==> config.mk <==
export PLATFORM = sky130hd
export DESIGN_NAME = per_file_sync_batch_trigger_flat
export DESIGN_NICKNAME = d
export VERILOG_FILES = /design/src/hw/rtl/pfsbt_pkg.sv /design/src/hw/rtl/pfsbt_ifs.sv /design/src/hw/rtl/pfsbt_ctrl.sv /design/src/hw/rtl/pfsbt_dp.sv /design/src/hw/rtl/per_file_sync_batch_trigger.sv /design/src/flat_wrapper.sv
export SDC_FILE = /design/constraint.sdc
export NUM_CORES = 2
export LEC_CHECK = 0
export BUFFER_PORTS_ARGS = -buffer_cell sky130_fd_sc_hd__buf_2
export CELL_PAD_IN_SITES_DETAIL_PLACEMENT = 1
export CELL_PAD_IN_SITES_GLOBAL_PLACEMENT = 2
export CORE_MARGIN = 5
export CORE_UTILIZATION = 48
export DETAILED_ROUTE_END_ITERATION = 8
export HOLD_SLACK_MARGIN = 0.15
export PLACE_DENSITY = 0.84
export SYNTH_ARGS = -nofsm -noshare
export SYNTH_HDL_FRONTEND = slang
export SYNTH_SLANG_ARGS = --single-unit
==> constraint.sdc <==
create_clock -name clock -period 11.4 [get_ports clock]
set_input_delay 1.14 -clock clock [delete_from_list [all_inputs] [get_ports clock]]
set_output_delay 1.14 -clock clock [all_outputs]
set_load 0.05 [all_outputs]
==> src/hw/rtl/pfsbt_pkg.sv <==
// ---------------------------------------------------------------------------
// pfsbt_pkg
// Shared types and constants of the per-file sync batch trigger.
// ---------------------------------------------------------------------------
package pfsbt_pkg;

   localparam int SLOTS  = 16;
   localparam int SLOT_W = (SLOTS > 1) ? $clog2(SLOTS) : 1;

   localparam int FILE_W  = 16;
   localparam int COUNT_W = 16;
   localparam int TIME_W  = 32;
   localparam int CSR_W   = 16;
   localparam int CSR_IDX_W = 2;

   localparam logic [COUNT_W-1:0] COUNT_MAX = '1;

   // Request function codes.
   localparam logic [1:0] FUNC_WRITE     = 2'd0;
   localparam logic [1:0] FUNC_FLUSH_ONE = 2'd1;
   localparam logic [1:0] FUNC_FLUSH_ALL = 2'd2;
   localparam logic [1:0] FUNC_TICK      = 2'd3;

   // Durability modes.
   localparam logic [1:0] DUR_NONE      = 2'd0;
   localparam logic [1:0] DUR_BATCHED   = 2'd1;
   localparam logic [1:0] DUR_IMMEDIATE = 2'd2;

   // Register indexes.
   localparam logic [CSR_IDX_W-1:0] CSR_BATCH_SIZE  = 2'd0;
   localparam logic [CSR_IDX_W-1:0] CSR_BATCH_WIN   = 2'd1;
   localparam logic [CSR_IDX_W-1:0] CSR_DUR_MODE    = 2'd2;
   localparam logic [CSR_IDX_W-1:0] CSR_DATA_ONLY   = 2'd3;

   // Register reset values.
   localparam logic [15:0] RST_BATCH_SIZE = 16'd64;
   localparam logic [15:0] RST_BATCH_WIN  = 16'd10;
   localparam logic [1:0]  RST_DUR_MODE   = DUR_BATCHED;
   localparam logic        RST_DATA_ONLY  = 1'b1;

   typedef struct packed {
      logic load;
      logic tick;
      logic lookup;
      logic update;
      logic sweep_clear;
      logic sweep_emit;
      logic sweep_inc;
      logic close;
   } cmd_type;

   typedef struct packed {
      logic out_free;
      logic sweep_hit;
      logic sweep_end;
   } sts_type;

endpackage

==> src/hw/rtl/pfsbt_ifs.sv <==
// ---------------------------------------------------------------------------
// pfsbt request and response channels
// Valid/ready channels carrying a request and a response item.
// ---------------------------------------------------------------------------
interface pfsbt_req_if;
   logic        valid;
   logic        ready;
   logic [1:0]  func;
   logic [15:0] file_id;

   modport source (output valid, output func, output file_id, input ready);
   modport sink   (input valid, input func, input file_id, output ready);
endinterface

interface pfsbt_rsp_if;
   logic        valid;
   logic        ready;
   logic        sync_issue;
   logic [15:0] sync_file;
   logic        sync_kind;
   logic [15:0] cleared_count;
   logic        no_slot;
   logic        last;

   modport source (output valid, output sync_issue, output sync_file, output sync_kind,
                   output cleared_count, output no_slot, output last, input ready);
   modport sink   (input valid, input sync_issue, input sync_file, input sync_kind,
                   input cleared_count, input no_slot, input last, output ready);
endinterface

==> src/hw/rtl/pfsbt_ctrl.sv <==
// ---------------------------------------------------------------------------
// pfsbt_ctrl
// Sequencer: accepts a request and handles a tick at once, steps other requests
// through lookup and update, or walks the slot table for a flush of all files.
// ---------------------------------------------------------------------------
module pfsbt_ctrl (
   input  logic                  clock,
   input  logic                  reset,
   input  logic                  req_valid,
   input  logic [1:0]            req_func,
   output logic                  req_ready,
   output pfsbt_pkg::cmd_type    cmd,
   input  pfsbt_pkg::sts_type    sts
);

   typedef enum logic [4:0] {
      S_IDLE  = 5'b00001,
      S_LOOK  = 5'b00010,
      S_UPD   = 5'b00100,
      S_SWEEP = 5'b01000,
      S_CLOSE = 5'b10000
   } state_type;

   state_type state_ff, state_in;

   always_comb begin
      state_in  = state_ff;
      cmd       = '0;
      req_ready = 1'b0;
      unique case (state_ff)
         S_IDLE: begin
            req_ready = 1'b1;
            if (req_valid) begin
               cmd.load = 1'b1;
               if (req_func == pfsbt_pkg::FUNC_TICK) begin
                  cmd.tick = 1'b1;
               end else if (req_func == pfsbt_pkg::FUNC_FLUSH_ALL) begin
                  cmd.sweep_clear = 1'b1;
                  state_in = S_SWEEP;
               end else begin
                  state_in = S_LOOK;
               end
            end
         end
         S_LOOK: begin
            cmd.lookup = 1'b1;
            state_in = S_UPD;
         end
         S_UPD: begin
            if (sts.out_free) begin
               cmd.update = 1'b1;
               state_in = S_IDLE;
            end
         end
         S_SWEEP: begin
            // A slot with nothing pending is skipped without waiting on the output.
            if (!sts.sweep_hit || sts.out_free) begin
               cmd.sweep_emit = sts.sweep_hit;
               if (sts.sweep_end) begin
                  state_in = S_CLOSE;
               end else begin
                  cmd.sweep_inc = 1'b1;
               end
            end
         end
         S_CLOSE: begin
            if (sts.out_free) begin
               cmd.close = 1'b1;
               state_in = S_IDLE;
            end
         end
         default: begin
            state_in = S_IDLE;
         end
      endcase
   end

   always_ff @(posedge clock) begin
      if (reset) begin
         state_ff <= S_IDLE;
      end else begin
         state_ff <= state_in;
      end
   end

endmodule

==> src/hw/rtl/pfsbt_dp.sv <==
// ---------------------------------------------------------------------------
// pfsbt_dp
// Datapath: configuration registers, slot table, millisecond clock and the
// response register.
// ---------------------------------------------------------------------------
module pfsbt_dp (
   input  logic                                clock,
   input  logic                                reset,
   input  logic [1:0]                          req_func,
   input  logic [pfsbt_pkg::FILE_W-1:0]        req_file_id,
   input  logic                                csr_we,
   input  logic [pfsbt_pkg::CSR_IDX_W-1:0]     csr_index,
   input  logic [pfsbt_pkg::CSR_W-1:0]         csr_wdata,
   input  pfsbt_pkg::cmd_type                  cmd,
   output pfsbt_pkg::sts_type                  sts,
   pfsbt_rsp_if.source                         rsp
);

   localparam int SLOTS   = pfsbt_pkg::SLOTS;
   localparam int SLOT_W  = pfsbt_pkg::SLOT_W;
   localparam int FILE_W  = pfsbt_pkg::FILE_W;
   localparam int COUNT_W = pfsbt_pkg::COUNT_W;
   localparam int TIME_W  = pfsbt_pkg::TIME_W;

   // Configuration.
   logic [15:0] batch_size_ff;
   logic [15:0] batch_win_ff;
   logic [1:0]  dur_mode_ff;
   logic        data_only_ff;

   always_ff @(posedge clock) begin
      if (reset) begin
         batch_size_ff <= pfsbt_pkg::RST_BATCH_SIZE;
         batch_win_ff  <= pfsbt_pkg::RST_BATCH_WIN;
         dur_mode_ff   <= pfsbt_pkg::RST_DUR_MODE;
         data_only_ff  <= pfsbt_pkg::RST_DATA_ONLY;
      end else if (csr_we) begin
         unique case (csr_index)
            pfsbt_pkg::CSR_BATCH_SIZE: batch_size_ff <= csr_wdata[15:0];
            pfsbt_pkg::CSR_BATCH_WIN:  batch_win_ff  <= csr_wdata[15:0];
            pfsbt_pkg::CSR_DUR_MODE:   dur_mode_ff   <= csr_wdata[1:0];
            pfsbt_pkg::CSR_DATA_ONLY:  data_only_ff  <= csr_wdata[0];
            default: ;
         endcase
      end
   end

   // Latched request and time.
   logic [1:0]        func_ff;
   logic [FILE_W-1:0] file_ff;
   logic [TIME_W-1:0] now_ms_ff;

   always_ff @(posedge clock) begin
      if (cmd.load) begin
         func_ff <= req_func;
         file_ff <= req_file_id;
      end
   end

   always_ff @(posedge clock) begin
      if (reset) begin
         now_ms_ff <= '0;
      end else if (cmd.tick) begin
         now_ms_ff <= now_ms_ff + TIME_W'(1);
      end
   end

   // Slot table.
   logic [SLOTS-1:0]   slot_valid_ff;
   logic [FILE_W-1:0]  slot_file_ff     [SLOTS];
   logic [COUNT_W-1:0] slot_pending_ff  [SLOTS];
   logic [TIME_W-1:0]  slot_last_ff     [SLOTS];

   logic [SLOT_W-1:0]  idx_ff, idx_in;
   logic               full_ff, full_in;

   // Parallel tag match and lowest free slot.
   logic [SLOT_W-1:0]  hit_idx, free_idx;
   logic               hit_any, free_any;

   always_comb begin
      hit_idx  = '0;
      free_idx = '0;
      hit_any  = 1'b0;
      free_any = 1'b0;
      for (int i = SLOTS - 1; i >= 0; i--) begin
         if (slot_valid_ff[i] && (slot_file_ff[i] == file_ff)) begin
            hit_idx = SLOT_W'(i);
            hit_any = 1'b1;
         end
         if (!slot_valid_ff[i]) begin
            free_idx = SLOT_W'(i);
            free_any = 1'b1;
         end
      end
   end

   logic alloc;
   assign alloc = cmd.lookup && !hit_any && free_any;

   always_comb begin
      idx_in  = idx_ff;
      full_in = full_ff;
      if (cmd.lookup) begin
         idx_in  = hit_any ? hit_idx : free_idx;
         full_in = !hit_any && !free_any;
      end else if (cmd.sweep_clear) begin
         idx_in = '0;
      end else if (cmd.sweep_inc) begin
         idx_in = idx_ff + SLOT_W'(1);
      end
   end

   always_ff @(posedge clock) begin
      idx_ff  <= idx_in;
      full_ff <= full_in;
   end

   // Entry at the current index.
   logic [COUNT_W-1:0] cur_pending;
   logic [TIME_W-1:0]  cur_last;
   logic [FILE_W-1:0]  cur_file;
   assign cur_pending = slot_pending_ff[idx_ff];
   assign cur_last    = slot_last_ff[idx_ff];
   assign cur_file    = slot_file_ff[idx_ff];

   logic               can_sync;
   logic [COUNT_W-1:0] pend_inc;
   logic [TIME_W-1:0]  elapsed;
   logic               fire;

   assign can_sync = (dur_mode_ff != pfsbt_pkg::DUR_NONE);
   assign pend_inc = (cur_pending == pfsbt_pkg::COUNT_MAX) ? cur_pending
                                                           : cur_pending + COUNT_W'(1);
   assign elapsed  = now_ms_ff - cur_last;

   always_comb begin
      case (dur_mode_ff)
         pfsbt_pkg::DUR_IMMEDIATE: fire = 1'b1;
         pfsbt_pkg::DUR_NONE:      fire = 1'b0;
         default: fire = (pend_inc >= batch_size_ff) ||
                         (elapsed >= {{(TIME_W-16){1'b0}}, batch_win_ff});
      endcase
   end

   // Slot writes and response assembly.
   logic               pend_we, last_we;
   logic [COUNT_W-1:0] pend_wdata;
   logic               out_load;
   logic               out_issue_in, out_noslot_in, out_last_in;
   logic [FILE_W-1:0]  out_file_in;
   logic [COUNT_W-1:0] out_count_in;
   logic               is_write;

   assign is_write = (func_ff == pfsbt_pkg::FUNC_WRITE);

   always_comb begin
      pend_we       = 1'b0;
      last_we       = 1'b0;
      pend_wdata    = '0;
      out_load      = 1'b0;
      out_issue_in  = 1'b0;
      out_file_in   = file_ff;
      out_count_in  = '0;
      out_noslot_in = 1'b0;
      out_last_in   = 1'b1;
      if (cmd.update) begin
         out_load = 1'b1;
         if (full_ff) begin
            out_noslot_in = 1'b1;
            out_issue_in  = is_write && can_sync;
         end else if (is_write) begin
            pend_we = 1'b1;
            if (fire) begin
               // The incremented count is never zero, so a fire always clears.
               pend_wdata   = '0;
               last_we      = 1'b1;
               out_issue_in = can_sync;
               out_count_in = pend_inc;
            end else begin
               pend_wdata = pend_inc;
            end
         end else begin
            out_count_in = cur_pending;
            if (cur_pending != '0) begin
               pend_we      = 1'b1;
               last_we      = 1'b1;
               out_issue_in = can_sync;
            end
         end
      end else if (cmd.sweep_emit) begin
         out_load     = 1'b1;
         pend_we      = 1'b1;
         last_we      = 1'b1;
         out_issue_in = can_sync;
         out_file_in  = cur_file;
         out_count_in = cur_pending;
         out_last_in  = 1'b0;
      end else if (cmd.close) begin
         out_load    = 1'b1;
         out_file_in = '0;
      end
   end

   always_ff @(posedge clock) begin
      if (reset) begin
         slot_valid_ff <= '0;
      end else if (alloc) begin
         slot_valid_ff[free_idx] <= 1'b1;
      end
   end

   always_ff @(posedge clock) begin
      if (alloc) begin
         slot_file_ff[free_idx]    <= file_ff;
         slot_pending_ff[free_idx] <= '0;
         slot_last_ff[free_idx]    <= now_ms_ff;
      end
      if (pend_we) begin
         slot_pending_ff[idx_ff] <= pend_wdata;
      end
      if (last_we) begin
         slot_last_ff[idx_ff] <= now_ms_ff;
      end
   end

   // Response register.
   logic               rsp_valid_ff, rsp_valid_in;
   logic               rsp_issue_ff, rsp_kind_ff, rsp_noslot_ff, rsp_last_ff;
   logic [FILE_W-1:0]  rsp_file_ff;
   logic [COUNT_W-1:0] rsp_count_ff;

   assign rsp_valid_in = out_load || (rsp_valid_ff && !rsp.ready);

   always_ff @(posedge clock) begin
      if (reset) begin
         rsp_valid_ff <= 1'b0;
      end else begin
         rsp_valid_ff <= rsp_valid_in;
      end
   end

   always_ff @(posedge clock) begin
      if (out_load) begin
         rsp_issue_ff  <= out_issue_in;
         rsp_file_ff   <= out_file_in;
         rsp_kind_ff   <= data_only_ff;
         rsp_count_ff  <= out_count_in;
         rsp_noslot_ff <= out_noslot_in;
         rsp_last_ff   <= out_last_in;
      end
   end

   assign rsp.valid         = rsp_valid_ff;
   assign rsp.sync_issue    = rsp_issue_ff;
   assign rsp.sync_file     = rsp_file_ff;
   assign rsp.sync_kind     = rsp_kind_ff;
   assign rsp.cleared_count = rsp_count_ff;
   assign rsp.no_slot       = rsp_noslot_ff;
   assign rsp.last          = rsp_last_ff;

   assign sts.out_free  = !rsp_valid_ff || rsp.ready;
   assign sts.sweep_hit = slot_valid_ff[idx_ff] && (cur_pending != '0);
   assign sts.sweep_end = (idx_ff == SLOT_W'(SLOTS - 1));

`ifndef ASSERT_OFF
   a_no_overwrite: assert property (@(posedge clock) disable iff (reset)
      (out_load && rsp_valid_ff) |-> rsp.ready)
      else $error("response overwritten before it was taken");

   a_noslot_count: assert property (@(posedge clock) disable iff (reset)
      (rsp_valid_ff && rsp_noslot_ff) |-> (rsp_count_ff == '0))
      else $error("untracked file reported a flushed count");

   a_tick_step: assert property (@(posedge clock) disable iff (reset)
      cmd.tick |=> (now_ms_ff == $past(now_ms_ff) + TIME_W'(1)))
      else $error("millisecond clock did not advance on a tick");

   a_valid_grows: assert property (@(posedge clock) disable iff (reset)
      !$past(reset) |-> ((slot_valid_ff & $past(slot_valid_ff)) == $past(slot_valid_ff)))
      else $error("a slot was released");
`endif

endmodule

==> src/hw/rtl/per_file_sync_batch_trigger.sv <==
// ---------------------------------------------------------------------------
// per_file_sync_batch_trigger
// Group-commit trigger: tracks pending writes per file and issues syncs on
// count, time window, mode or explicit flush.
//
//   channel  dir  handshake      payload
//   req_ch   in   valid/ready    func, file_id
//   rsp_ch   out  valid/ready    sync_issue, sync_file, sync_kind,
//                                cleared_count, no_slot, last
//   csr      in   csr_we         csr_index, csr_wdata
//
// A tick is handled when it is accepted. A write or flush of one file steps
// through accept, a parallel tag match over the slot table, then the slot
// update. A flush of all files walks the slot table one entry per cycle,
// waiting on the response register only at entries with pending writes.
// Reset is synchronous; the slot table needs no clearing pass. A result
// waits in the response register while a new request is accepted; a stalled
// response holds the sequencer only when it has the next result to deliver.
// ---------------------------------------------------------------------------
module per_file_sync_batch_trigger (
   input  logic                                clock,
   input  logic                                reset,
   pfsbt_req_if.sink                           req_ch,
   pfsbt_rsp_if.source                         rsp_ch,
   input  logic                                csr_we,
   input  logic [pfsbt_pkg::CSR_IDX_W-1:0]     csr_index,
   input  logic [pfsbt_pkg::CSR_W-1:0]         csr_wdata
);

   pfsbt_pkg::cmd_type cmd;
   pfsbt_pkg::sts_type sts;

   pfsbt_ctrl u_ctrl (
      .clock     (clock),
      .reset     (reset),
      .req_valid (req_ch.valid),
      .req_func  (req_ch.func),
      .req_ready (req_ch.ready),
      .cmd       (cmd),
      .sts       (sts)
   );

   pfsbt_dp u_dp (
      .clock       (clock),
      .reset       (reset),
      .req_func    (req_ch.func),
      .req_file_id (req_ch.file_id),
      .csr_we      (csr_we),
      .csr_index   (csr_index),
      .csr_wdata   (csr_wdata),
      .cmd         (cmd),
      .sts         (sts),
      .rsp         (rsp_ch)
   );

endmodule
==> src/flat_wrapper.sv <==
// flat-port wrapper written by rule: the top's interface ports become plain ports
module per_file_sync_batch_trigger_flat 
  (clock, reset, csr_we, csr_index, csr_wdata, req_ch_valid, req_ch_func, req_ch_file_id, req_ch_ready, rsp_ch_valid, rsp_ch_sync_issue, rsp_ch_sync_file, rsp_ch_sync_kind, rsp_ch_cleared_count, rsp_ch_no_slot, rsp_ch_last, rsp_ch_ready);
  pfsbt_req_if req_ch_i ();
  pfsbt_rsp_if rsp_ch_i ();
  input  logic clock;
  input  logic reset;
  input  logic csr_we;
  input  logic [pfsbt_pkg::CSR_IDX_W-1:0] csr_index;
  input  logic [pfsbt_pkg::CSR_W-1:0] csr_wdata;
  input wire logic [$bits(req_ch_i.valid)-1:0] req_ch_valid;
  input wire logic [$bits(req_ch_i.func)-1:0] req_ch_func;
  input wire logic [$bits(req_ch_i.file_id)-1:0] req_ch_file_id;
  output wire logic [$bits(req_ch_i.ready)-1:0] req_ch_ready;
  output wire logic [$bits(rsp_ch_i.valid)-1:0] rsp_ch_valid;
  output wire logic [$bits(rsp_ch_i.sync_issue)-1:0] rsp_ch_sync_issue;
  output wire logic [$bits(rsp_ch_i.sync_file)-1:0] rsp_ch_sync_file;
  output wire logic [$bits(rsp_ch_i.sync_kind)-1:0] rsp_ch_sync_kind;
  output wire logic [$bits(rsp_ch_i.cleared_count)-1:0] rsp_ch_cleared_count;
  output wire logic [$bits(rsp_ch_i.no_slot)-1:0] rsp_ch_no_slot;
  output wire logic [$bits(rsp_ch_i.last)-1:0] rsp_ch_last;
  input wire logic [$bits(rsp_ch_i.ready)-1:0] rsp_ch_ready;
  assign req_ch_i.valid = req_ch_valid;
  assign req_ch_i.func = req_ch_func;
  assign req_ch_i.file_id = req_ch_file_id;
  assign req_ch_ready = req_ch_i.ready;
  assign rsp_ch_valid = rsp_ch_i.valid;
  assign rsp_ch_sync_issue = rsp_ch_i.sync_issue;
  assign rsp_ch_sync_file = rsp_ch_i.sync_file;
  assign rsp_ch_sync_kind = rsp_ch_i.sync_kind;
  assign rsp_ch_cleared_count = rsp_ch_i.cleared_count;
  assign rsp_ch_no_slot = rsp_ch_i.no_slot;
  assign rsp_ch_last = rsp_ch_i.last;
  assign rsp_ch_i.ready = rsp_ch_ready;
  per_file_sync_batch_trigger u_core (.clock(clock), .reset(reset), .req_ch(req_ch_i), .rsp_ch(rsp_ch_i), .csr_we(csr_we), .csr_index(csr_index), .csr_wdata(csr_wdata));
endmodule
==> impl_metrics.py <==
metrics = {
    "route": {
        "drc_errors": 0,
        "viasPerCell": 6.24,
        "drtIter0Drc": 3104,
        "wirelength_mm": 141,
        "firstDrtPassIters": 5,
        "vias": 29800,
        "post_drt_wl_per_cell_um": 29.5,
        "antenna_left": 0,
    },
    "clock_tree": {
        "cts_resized": 0,
        "cts_max_level": 3,
        "cts_hold_buf": 0,
        "cts_buffer_depth": 3,
        "clkLatencyLatePin_ns": 0.71,
        "root_buffer": "clkbuf_16",
        "postCtsSetupBuffers": 0,
        "cts_tree": "done",
        "cts.sinks": 1176,
        "numCtsBuffers": 119,
        "clkSlewWorstSetupHoldPaths_ns": 0.06,
    },
    "critical_path": {
        "r2r.worst_path.cells": 22,
        "path_class": "reg -> reg",
        "critPathCaptureType": "register",
        "crit_arrival_ns": 9.37,
        "crit_end": "u_core.u_dp.slot_last_ff[14][18]$_DFFE_PP_",
        "reg2reg_to": "u_core.u_dp.slot_last_ff[14][18]$_DFFE_PP_",
        "r2r_slack_ns": 2.40,
        "critPathMaxFanout": 48,
        "crit_required_ns": 11.76,
        "startpoint_type": "register",
    },
    "timing": {
        "worst_pin_slew_ns": 1.50,
        "fin_skew_ns": 0.0444,
        "fmax_mhz": 111,
        "max_slew_margin_pct": -0.889,
        "rsz0062_at_grt": "no",
        "setup-violations-final": 0,
        "hold_violations": 0,
        "totalNegativeSetupSlack_ns": 0,
        "finalCriticalPeriod_ns": 9.00,
        "fin_crit_sh_pct": 79.0,
        "report.final.slew_viol_count": 10,
        "setup_slack_ns": 2.40,
    },
    "floorplan": {
        "die_x_um": 339,
        "core-area_um2": 107000,
        "die_area_um2": 115000,
        "rows": 120,
        "io_pins": 79,
        "die_h_um": 339,
        "start_util_pct": 48.4,
    },
    "synthesis": {
        "yosysUniqueCellTypes": 79,
        "yosysSeqAreaShare_pct": 66.2,
        "synth_top_area_cell": "edfxtp_1",
        "synth_area_leaders": "edfxtp_1, mux4_2, dfxtp_1",
        "yosysTopAreaCellShare_pct": 62.6,
        "synth_commonest_cells": "edfxtp_1, mux4_2, nand2_1",
        "syn_nets": 3269,
        "synth_most_common_cell": "edfxtp_1",
        "ys_async_sr_fraction_pct": 0,
        "ys_warn_count": 0,
        "synth_area_um2": 51900,
        "syn_area_per_cell_um2": 16.4,
        "synth_cells": 3158,
        "synthFlopType": "edfxtp_1",
        "synth_edf_count": 1083,
        "synth_seq_cells": 1176,
    },
    "final_layout": {
        "layout.area.seq_um2": 34400,
        "drive_above_1_share_pct": 20.7,
        "fillers": 9930,
        "multi_input_area_um2": 16700,
        "finalNetCount": 3396,
        "diodes": 0,
        "area_growth_pct": 12.1,
    },
    "placed_design": {
        "io_buffers": 78,
        "hpwlAfterDp_mm": 91.0,
        "gp_congestion": 0.893,
        "place_ws_ns": 2.33,
    },
    "global_route": {
        "overflow": 0,
        "antenna_found_initial": 2,
        "grt_max_degree": 128,
        "grt_first_pass_wirelength_mm": 210,
        "grt_pass1_vias": 31300,
        "grt_usage_pct": 24.3,
    },
    "min_path": {
        "min_path_type": "reg -> reg",
    },
    "run": {
        "cap_violations": 1,
    },
    "outcome": {
        "violations": "max-capacitance violations, max-slew violations",
        "status": "complete, but fails checks",
    },
    "power": {
        "leakage_uw": 0.0185,
        "ir_drop_uv": 164,
        "power_density_nw_per_um2": 165,
    },
}
## flip-flops by register name (all words and copies together), names as in the netlist, 32 cells and up, named ones only
| register | count |
|---|---|
| u_core.u_dp.now_ms_ff | 32 |
| u_core.u_dp.slot_file_ff | 256 |
| u_core.u_dp.slot_last_ff | 512 |
| u_core.u_dp.slot_pending_ff | 256 |
## layout make-up
cell class	instances	share of cell area [%]
Clock buffer	157	5.59
Clock inverter	62	1.10
Inverter	107	0.694
Multi-Input combinational cell	1719	28.7
Sequential cell	1176	59.1
Tap cell	1403	3.02
Timing Repair Buffer	162	1.80
## kinds of logic (layout without fill, tap and decap cells)
kind of cell / count (synthesis) / count (layout) / synth area share [%]
flops: 1176 / 1176 / 66.2
simple gates: 658 / 658 / 6.33
mux: 342 / 342 / 14.2
compound gates: 333 / 333 / 4.16
xor+xnor: 316 / 316 / 5.33
buf+inv: 263 / 488 / 2.08
fa+ha+maj: 70 / 70 / 1.70
## routing by layer
metal	track usage [%]	part of all wire, %
met3	4.68	7.7
met5	0	0
met2	39.6	49
met4	6.15	2.5
met1	34.1	41
## per-stage QoR
| stage | hold WS (ns) | instances | util [%] | power (µW) | cell area, µm² |
|---|---|---|---|---|---|
| 4_1_cts | 0.438 | 4786 | 54.3 | 9700 | 58200 |
| 6_report | 0.436 | 4786 | 54.3 | 9630 | 58200 |
| 3_5_place_dp | 0.422 | 4567 | 50.7 | 5810 | 54300 |
| 3_3_place_gp | 0.421 | 4567 | 50.7 | 5790 | 54300 |
| 2_1_floorplan | 0.408 | 3158 | - | 5520 | 51900 |
| 5_1_grt | 0.455 | 4786 | 54.3 | 9970 | 58200 |
## cell usage in the layout (no fill, tap or decap), drive strengths merged, types with 6 or more instances in the layout
cell type,n
buf,162
a211o,6
inv,107
nand3b,13
xor2,154
o21ai,74
o211ai,13
nor3,38
xnor2,162
mux2i,23
nor2b,29
nand4,57
o31ai,10
ha,69
and2,15
o21a,7
mux4,315
edfxtp,1083
nor2,126
bufinv,13
or3,9
a21o,11
nand2,193
or2,8
a21oi,120
nor4,33
and4,6
and3,16
a2111oi,8
clkbuf,157
nor3b,7
a22oi,12
nand2b,29
dfxtp,93
a31oi,8
clkinv,45
a211oi,11
o2111ai,6
o32ai,8
nand3,59
## worst min-delay path by stage
stage | to | cells after the start | slack [ns] | startpoint
finish | u_core.u_dp.rsp.sync_kind$_DFFE_PP_ | 0 | 0.44 | u_core.u_dp.data_only_ff$_SDFFE_PP1P_
CTS | u_core.u_dp.rsp.sync_kind$_DFFE_PP_ | 0 | 0.44 | u_core.u_dp.data_only_ff$_SDFFE_PP1P_
floorplan | u_core.u_dp.rsp.sync_kind$_DFFE_PP_ | 0 | 0.41 | u_core.u_dp.data_only_ff$_SDFFE_PP1P_
global placement | u_core.u_dp.rsp.sync_kind$_DFFE_PP_ | 0 | 0.42 | u_core.u_dp.data_only_ff$_SDFFE_PP1P_
global route | u_core.u_dp.rsp.sync_kind$_DFFE_PP_ | 0 | 0.45 | u_core.u_dp.data_only_ff$_SDFFE_PP1P_
detailed placement | u_core.u_dp.rsp.sync_kind$_DFFE_PP_ | 0 | 0.42 | u_core.u_dp.data_only_ff$_SDFFE_PP1P_
## worst max-delay path, stage by stage (launching register included)
cell	delay (ns)
dfxtp_4	0.85
buf_4	0.86
mux4_2	0.61
mux4_2	0.53
inv_1	0.08
ha_1	0.22
nor2b_1	0.15
o2111a_1	0.29
nor2_1	0.16
o21ai_0	0.20
a21o_1	0.22
a21oi_1	0.20
xnor2_1	0.16
ha_1	0.28
a31o_2	0.25
a311o_1	0.35
a2111oi_0	0.38
or4b_1	0.46
or4_1	0.93
a2111oi_4	0.48
buf_4	0.44
o32ai_4	0.16
buf_4	0.34
## power breakdown
group	total, µW	switching (µW)	internal (µW)
Combinational	962	583	379
Clock	3900	1610	2290
Sequential	4760	45.9	4720
Note: power is estimated with default switching activity, not from simulation.
